## src/zoned_free_frame_allocator_defines.svh

```systemverilog
// Assertion macros for the zoned free frame allocator.
// Included by files that carry concurrent assertions; depends on nothing.
`ifndef ZONED_FREE_FRAME_ALLOCATOR_DEFINES_SVH
`define ZONED_FREE_FRAME_ALLOCATOR_DEFINES_SVH

// Same-cycle implication, disabled while reset is asserted.
`define ZFFA_ASSERT_IMPLY(label, clk, rst_n, ante, cons) \
	label: assert property (@(posedge clk) disable iff (!(rst_n)) (ante) |-> (cons)) \
		else $error("zffa: assertion failed");

// Next-cycle implication, disabled while reset is asserted.
`define ZFFA_ASSERT_NEXT(label, clk, rst_n, ante, cons) \
	label: assert property (@(posedge clk) disable iff (!(rst_n)) (ante) |=> (cons)) \
		else $error("zffa: assertion failed");

`endif

```

## src/zffa_pkg.sv

```systemverilog
// Shared types and constants of the zoned free frame allocator.
// No dependencies.
`default_nettype none

package zffa_pkg;

	localparam int FRAME_W   = 40;
	localparam int ZONE_IN_W = 2;
	localparam int ZONE_W    = 3;   // holds any zone index up to the largest zone count
	localparam int CFG_COUNT = 3;
	localparam int CFG_IDX_W = 2;

	typedef logic [FRAME_W-1:0] frame_t;
	typedef logic [ZONE_W-1:0]  zone_idx_t;

	localparam logic ACT_ALLOC = 1'b0;
	localparam logic ACT_FREE  = 1'b1;

	localparam logic [CFG_IDX_W-1:0] CFG_ZONE0_LIMIT = 2'd0;
	localparam logic [CFG_IDX_W-1:0] CFG_ZONE1_LIMIT = 2'd1;
	localparam logic [CFG_IDX_W-1:0] CFG_ZONE2_LIMIT = 2'd2;

	localparam frame_t ZONE0_LIMIT_RST = 40'd4095;
	localparam frame_t ZONE1_LIMIT_RST = 40'd1048575;
	localparam frame_t ZONE2_LIMIT_RST = 40'hFF_FFFF_FFFF;

	typedef enum logic [1:0] {
		ST_OK    = 2'd0,
		ST_OOM   = 2'd1,
		ST_ABOVE = 2'd2,
		ST_FULL  = 2'd3
	} status_t;

	// Zone decision handed from the selector to the datapath.
	typedef struct packed {
		logic      push_found;
		logic      push_full;
		zone_idx_t push_zone;
		logic      pop_found;
		zone_idx_t pop_zone;
	} zone_sel_t;

endpackage

`default_nettype wire

```

## src/zffa_zone_sel.sv

```systemverilog
// Zone selection: home zone of a freed frame and source zone of an allocation.
// Depends on zffa_pkg.
`default_nettype none

module zffa_zone_sel #(
	parameter int ZONES = 3
) (
	input  var zffa_pkg::frame_t               limit [ZONES],
	input  var logic [ZONES-1:0]               empty,
	input  var logic [ZONES-1:0]               full,
	input  var zffa_pkg::frame_t               frame_number,
	input  var logic [zffa_pkg::ZONE_IN_W-1:0] zone,
	output zffa_pkg::zone_sel_t                sel
);

	localparam int ZIDX_W = (ZONES > 1) ? $clog2(ZONES) : 1;

	zffa_pkg::zone_idx_t zmax;

	// out-of-range request zone saturates to the top zone
	always_comb begin
		if (int'(zone) >= ZONES) begin
			zmax = zffa_pkg::ZONE_W'(ZONES - 1);
		end else begin
			zmax = zffa_pkg::ZONE_W'(zone);
		end
	end

	always_comb begin
		sel = '0;
		// descending so the lowest matching zone wins
		for (int z = ZONES - 1; z >= 0; z--) begin
			if (frame_number <= limit[z]) begin
				sel.push_found = 1'b1;
				sel.push_zone  = zffa_pkg::ZONE_W'(z);
			end
		end
		sel.push_full = full[sel.push_zone[ZIDX_W-1:0]];
		// ascending so the highest eligible non-empty zone wins
		for (int z = 0; z < ZONES; z++) begin
			if (zffa_pkg::ZONE_W'(z) <= zmax && !empty[z]) begin
				sel.pop_found = 1'b1;
				sel.pop_zone  = zffa_pkg::ZONE_W'(z);
			end
		end
	end

endmodule

`default_nettype wire

```

## config.mk

```make
export PLATFORM = sky130hd
export DESIGN_NAME = zffa_zone_sel
export DESIGN_NICKNAME = d
export VERILOG_FILES = /design/src/zoned_free_frame_allocator_defines.svh /design/src/zffa_pkg.sv /design/src/zffa_zone_sel.sv
export SDC_FILE = /design/constraint.sdc
export NUM_CORES = 1
export LEC_CHECK = 0
export BUFFER_PORTS_ARGS = -buffer_cell sky130_fd_sc_hd__buf_2
export CAP_MARGIN = 10
export CORE_ASPECT_RATIO = 1.5
export CORE_MARGIN = 2
export CORE_UTILIZATION = 25
export DETAILED_ROUTE_END_ITERATION = 10
export SLEW_MARGIN = 20
export SYNTH_ARGS = -nofsm -noshare
export SYNTH_HDL_FRONTEND = slang
export SYNTH_SLANG_ARGS = --single-unit
```

## constraint.sdc

```tcl
create_clock -name vclk -period 3.5
set_clock_uncertainty 0.2 [all_clocks]
set_input_delay 0.35 -clock vclk [all_inputs]
set_output_delay 0.35 -clock vclk [all_outputs]
set_load 0.02 [all_outputs]
```

==> impl_metrics.json, run 1 <==
{
  "fillCellCount": 1362,
  "hpwl_mm": 9.51,
  "ys_seq_area_share_pct": 0,
  "pwr-share-seq_pct": 0,
  "multi_input_area_um2": 2670,
  "final_hold_viol_count": 0,
  "p_leak_uw": 0.00266,
  "rows": 50,
  "final_cell_mix": "buf_2, ha_1, inv_1",
  "setup_viol": 0,
  "post_route_cells_drive_above_1_share_pct": 30.1,
  "cap_viol_max_count": 0,
  "fin_nets": 912,
  "final-seq-area_um2": 0,
  "peakVddDrop_mv": 0.0468,
  "clock_power_share_pct": 0,
  "final_common_cell": "buf_2",
  "placement.io_buffers": 175,
  "fin_crit_sh_pct": 93.4,
  "p_sw_uw": 239,
  "netlist_area_um2": 3120,
  "cts_hold_buf": 0,
  "ioPinCount": 177,
  "min_path_cells": 3,
  "tns_ns": 0,
  "path_max_fanout": 5,
  "sw_frac_of_total_pct": 53.0,
  "area_delta_synth_final_pct": 34.9,
  "max_freq_mhz": 306,
  "startpoint_type": "input port",
  "finish.utilization_pct": 34.2,
  "drc": 0,
  "status": "finished clean",
  "grt_antenna_before_repair": 1,
  "syn_inst": 444,
  "required_ns": 2.95,
  "cts_setup_buffers": 0,
  "die_area_um2": 13400,
  "grt_first_pass_wirelength_mm": 15.0,
  "grt_max_degree": 6,
  "hold_path.class": "input port to output pin",
  "p_per_area_nw_per_um2": 107,
  "cp.arrival_ns": 2.72,
  "routedWlPerCell_um": 12.7,
  "vias": 3552,
  "power_frac_comb_pct": 100.0,
  "die_height_um": 141,
  "die_w_um": 95.3,
  "period_minus_slack_ns": 3.27,
  "drt_first_pass_iters": 4,
  "vias_per_cell": 4.57,
  "total_power_uw": 451,
  "slew_viol_final": 0,
  "avgSynthCellArea_um2": 7.04,
  "cp-end-kind": "output pin",
  "ant_nets": 0,
  "antenna_cells": 0,
  "initial_core_util_pct": 25.4,
  "clock_buffers": 0,
  "ys_types": 38,
  "grt_usage_pct": 13.9,
  "seq_cells": 0,
  "gp_congestion": 0.851,
  "critPathKind": "input port to output pin",
  "intPower_uw": 212,
  "synth-warning-count": 0,
  "postCtsResizedCells": 0,
  "rsz0062_at_grt": "no",
  "core_area_um2": 12300,
  "first_global_vias": 3462,
  "overflow": 0,
  "drt_iter0_markers": 78,
  "routed_wl_mm": 9.91
}
[cell families after synthesis]
group / Yosys count / share of synthesized area [%]
mux: 1 / 0.320
simple gates: 102 / 17.5
fa+ha+maj: 120 / 48.1
compound gates: 99 / 19.2
other cells: 1 / 0.120
buf+inv: 121 / 14.8
[cell type report]
| cell class | instances | area share [%] |
|---|---|---|
| Timing Repair Buffer | 179 | 21.5 |
| Multi-Input combinational cell | 324 | 63.3 |
| Tap cell | 156 | 4.63 |
| Inverter | 119 | 10.6 |
[power by group through the flow]
| stage | logic [uW] | registers, uW | clock network [uW] |
|---|---|---|---|
| floorplan | 264 | 0 | 0 |
| global placement | 452 | 0 | 0 |
| finish | 451 | 0 | 0 |
| CTS | 459 | 0 | 0 |
| global route | 523 | 0 | 0 |
| detailed placement | 456 | 0 | 0 |
[worst paths after layout]
path	start	endpoint	slack, ns
setup / recovery	frame_number[38]	sel[7]	0.23
hold / removal	empty[0]	sel[3]	0.76
[worst max-delay path, cell delays in order]
cell      delay [ns]
buf_2           0.13
ha_1            0.31
nand4_1         0.16
or4_4           0.58
o211ai_1        0.28
nand4b_1        0.17
o211a_1         0.22
a21oi_1         0.08
o221a_2         0.27
buf_2           0.16
[per-stage QoR]
step	hold slack, ns	std cells	cell area (um^2)	worst slack, ns
CTS	0.761	778	4210	0.220
floorplan	0.578	445	3130	0.628
global placement	0.761	778	4210	0.238
global route	0.778	778	4210	0.0875
detailed placement	0.761	778	4210	0.224
finish	0.758	778	4210	0.231
[layer usage]
metal	GRT usage (%)	wire (um)
met1	14.3	3760
met2	28.9	5250
met3	2.35	781
met4	1.37	119
met5	0	0
[cell usage after synthesis, types with 2 or more instances]
cell | count | share of area, %
nor2_1 | 14 | 1.7
o21ai_0 | 11 | 1.8
o211ai_1 | 4 | 0.96
nor3_1 | 2 | 0.32
nor4_1 | 4 | 0.80
or4_4 | 2 | 0.72
nor2b_1 | 5 | 1.0
a21boi_0 | 4 | 0.96
nand4_1 | 22 | 4.4
ha_1 | 120 | 48
nand2_1 | 26 | 3.1
inv_1 | 119 | 14
o31a_1 | 2 | 0.56
buf_4 | 2 | 0.48
a211oi_1 | 5 | 1.2
a21oi_1 | 54 | 8.7
a21o_1 | 9 | 2.2
nand3_1 | 19 | 3.0
No activity file was read; power rests on OpenSTA's default activity.
==> run 2, diff against run 1 <==
--- a/config.mk
+++ b/config.mk
@@ -7,10 +7,10 @@
 export LEC_CHECK = 0
 export BUFFER_PORTS_ARGS = -buffer_cell sky130_fd_sc_hd__buf_2
 export CAP_MARGIN = 10
-export CORE_ASPECT_RATIO = 1.5
 export CORE_MARGIN = 2
 export CORE_UTILIZATION = 25
 export DETAILED_ROUTE_END_ITERATION = 10
+export GPL_ROUTABILITY_DRIVEN = 0
 export SLEW_MARGIN = 20
 export SYNTH_ARGS = -nofsm -noshare
 export SYNTH_HDL_FRONTEND = slang
==> impl_metrics.json, run 2 (synthesized netlist as in run 1, its figures left out) <==
{
  "status": "finished clean",
  "grt_antenna_before_repair": 0,
  "clock_power_share_pct": 0,
  "p_sw_uw": 235,
  "p_leak_uw": 0.00265,
  "clock_buffers": 0,
  "cp-end-kind": "output pin",
  "routedWlPerCell_um": 12.2,
  "drt_first_pass_iters": 4,
  "vias": 3471,
  "final_common_cell": "buf_2",
  "final-seq-area_um2": 0,
  "critPathKind": "input port to output pin",
  "post_route_cells_drive_above_1_share_pct": 30.0,
  "rows": 40,
  "cap_viol_max_count": 0,
  "min_path_cells": 3,
  "period_minus_slack_ns": 3.27,
  "ioPinCount": 177,
  "dp_slack_ns": 0.172,
  "first_global_vias": 3376,
  "cp.arrival_ns": 2.72,
  "peakVddDrop_mv": 0.0494,
  "slew_viol_final": 0,
  "die_area_um2": 13400,
  "dp.cells": 788,
  "intPower_uw": 209,
  "hold_slack_ns": 0.767,
  "grt_max_degree": 6,
  "cts_setup_buffers": 0,
  "hpwl_mm": 9.23,
  "rsz0062_at_grt": "no",
  "tns_ns": 0,
  "final_cell_mix": "buf_2, ha_1, inv_1",
  "finish.utilization_pct": 34.8,
  "final_hold_viol_count": 0,
  "multi_input_area_um2": 2670,
  "die_height_um": 116,
  "area_delta_synth_final_pct": 35.0,
  "fillCellCount": 1401,
  "p_per_area_nw_per_um2": 105,
  "seq_cells": 0,
  "fin_crit_sh_pct": 93.3,
  "power_frac_comb_pct": 100.0,
  "drt_iter0_markers": 83,
  "layout.cells.non_filler": 788,
  "grt_usage_pct": 13.8,
  "setup_viol": 0,
  "routed_wl_mm": 9.62,
  "vias_per_cell": 4.40,
  "antenna_cells": 0,
  "placement.io_buffers": 175,
  "initial_core_util_pct": 25.8,
  "core_area_um2": 12100,
  "startpoint_type": "input port",
  "drc": 0,
  "pwr-share-seq_pct": 0,
  "grt_first_pass_wirelength_mm": 15.0,
  "hold_path.class": "input port to output pin",
  "path_max_fanout": 5,
  "worst_slack_ns": 0.233,
  "max_freq_mhz": 306,
  "sw_frac_of_total_pct": 52.9,
  "overflow": 0,
  "required_ns": 2.95,
  "fin_nets": 910,
  "die_w_um": 116,
  "ant_nets": 0
}
[run 2: stage by stage]
stage / total power [uW] / instance area (um^2)
floorplan: 264 / 3130
global placement: 451 / 4210
detailed placement: 450 / 4210
CTS: 453 / 4210
global route: 521 / 4220
finish: 444 / 4220
[run 2: timing repair]
action,in CTS,in global routing
hold buffers,0,0
resized for setup,0,1
endpoints found under the setup margin,0,1
[run 2: per-layer routing]
layer	up-vias	global-route usage (%)	part of all wire, %
met4	0	2.22	1.8
li1	1907	-	-
met2	134	25.7	47
met1	1418	17.2	44
met5	-	0	0
met3	12	1.88	7.9
[run 2: power by group through the flow]
stage | logic (uW) | registers [uW] | clock network, uW
after floorplan | 264 | 0 | 0
after CTS | 453 | 0 | 0
after global placement | 451 | 0 | 0
final | 444 | 0 | 0
after detailed placement | 450 | 0 | 0
after global routing | 521 | 0 | 0
[run 2: cell type report]
class	count	area share (%)
inverters	119	10.6
multi-input cells	324	63.3
repair buffers	177	21.1
well taps	168	4.98
[run 2: worst paths after layout]
path                    startpoint      to  slack (ns)
setup / recovery  frame_number[38]  sel[7]        0.23
hold / removal            empty[0]  sel[3]        0.77
[run 2: worst max-delay path: stages]
cell and delay [ns]:
buf_2 0.12, ha_1 0.31, nand4_1 0.14, or4_4 0.57
nor3_2 0.26, nand3_1 0.10, o211a_1 0.18, or3_1 0.36
o221a_2 0.14, buf_2 0.16
==> run 3, diff against run 2 <==
--- a/config.mk
+++ b/config.mk
@@ -11,6 +11,7 @@
 export CORE_UTILIZATION = 25
 export DETAILED_ROUTE_END_ITERATION = 10
 export GPL_ROUTABILITY_DRIVEN = 0
+export MAX_ROUTING_LAYER = met4
 export SLEW_MARGIN = 20
 export SYNTH_ARGS = -nofsm -noshare
 export SYNTH_HDL_FRONTEND = slang
==> impl_metrics.json, run 3 (synthesized netlist as in run 1, its figures left out) <==
{
  "cp-end-kind": "output pin",
  "cp_top_family": "simple AND/OR/NAND/NOR gates",
  "drt_first_pass_iters": 4,
  "hpwl_mm": 9.23,
  "area_delta_synth_final_pct": 35.0,
  "routedWlPerCell_um": 12.2,
  "vias": 3471,
  "total_power_uw": 445,
  "final_cell_mix": "buf_2, ha_1, inv_1",
  "critPathKind": "input port to output pin",
  "startpoint_type": "input port",
  "post_route_cells_drive_above_1_share_pct": 30.0,
  "clock_buffers": 0,
  "fillCellCount": 1401,
  "hold_path.class": "input port to output pin",
  "seq_cells": 0,
  "core_area_um2": 12100,
  "fin_nets": 910,
  "final_hold_viol_count": 0,
  "top_layer": "met4",
  "vias_per_cell": 4.40,
  "cp.arrival_ns": 2.72,
  "ioPinCount": 177,
  "p_leak_uw": 0.00265,
  "tns_ns": 0,
  "setup_viol": 0,
  "wl_met1_mm": 4.27,
  "crit_path_max_incr_delay_ns": 0.57,
  "rows": 40,
  "dp.cells": 788,
  "initial_core_util_pct": 25.8,
  "required_ns": 2.95,
  "drc": 0,
  "first_global_vias": 3387,
  "final-seq-area_um2": 0,
  "multi_input_area_um2": 2670,
  "crit_path_top_delay_cell": "or4_4",
  "die_height_um": 116,
  "path_max_fanout": 5,
  "final_common_cell": "buf_2",
  "overflow": 0,
  "grt_antenna_before_repair": 0,
  "place_area_um2": 4210,
  "grt_first_pass_wirelength_mm": 14.9,
  "max_freq_mhz": 306,
  "met2_length_mm": 4.50,
  "routed_wl_mm": 9.62,
  "status": "finished clean",
  "placement.io_buffers": 175,
  "drt_iter0_markers": 69,
  "slew_viol_final": 0,
  "peakVddDrop_mv": 0.0495,
  "rsz0062_at_grt": "no",
  "period_minus_slack_ns": 3.27,
  "die_area_um2": 13400,
  "cts_setup_buffers": 0,
  "cpMostUsedCell": "buf_2",
  "ant_nets": 0,
  "cap_viol_max_count": 0,
  "crit_path_cell_trace": "buf_2 -> ha_1 -> nand4_1 -> or4_4 -> nor3_2 -> nand3_1 -> o211a_1 -> or3_1 -> o221a_2 -> buf_2",
  "finish.instance_area_um2": 4220,
  "grt_max_degree": 6,
  "crit_start": "frame_number[38]",
  "antenna_cells": 0,
  "path_buf_inv": 2,
  "fin_crit_sh_pct": 93.4,
  "layout.cells.non_filler": 788,
  "hp-start": "empty[0]",
  "grt_usage_pct": 14.2,
  "die_w_um": 116,
  "p_per_area_nw_per_um2": 105,
  "wl_met3_um": 673
}
-- run 3: per-layer routing --
layer | global-route usage (%) | vias up
met4 | 2.22 | 0
met3 | 1.15 | 12
met5 | - | -
met2 | 25.7 | 134
li1 | - | 1907
met1 | 17.7 | 1418
-- run 3: power breakdown --
| part | switching, uW | internal, uW |
|---|---|---|
| Combinational | 235 | 210 |
| Clock | 0 | 0 |
| Sequential | 0 | 0 |
-- run 3: tightest hold or removal path, stage by stage --
cell	delay (ns)
buf_2	0.08
nand2_1	0.04
buf_2	0.15
-- run 3: area by class of cell --
class | instances | area share [%]
multi-input combinational | 324 | 63.3
timing repair buffer | 177 | 21.1
inverter | 119 | 10.6
tap | 168 | 4.98
-- run 3: final timing paths --
| path | endpoint | slack (ns) | depth (start not counted) |
|---|---|---|---|
| min | sel[3] | 0.77 | 3 |
| max | sel[7] | 0.23 | 10 |
-- run 3: what timing repair did --
action	CTS	global route
endpoints found under the setup margin	0	1
hold buffers	0	0
resized for setup	0	1
-- run 3: stage by stage --
| step | hold WS [ns] | setup slack, ns | util (%) |
|---|---|---|---|
| after CTS | 0.772 | 0.158 | 34.8 |
| after detailed placement | 0.773 | 0.172 | 34.8 |
| after global routing | 0.800 | 0.0640 | 34.8 |
| after floorplan | 0.578 | 0.628 | - |
| after global placement | 0.770 | 0.171 | 34.8 |
| final | 0.767 | 0.232 | 34.8 |
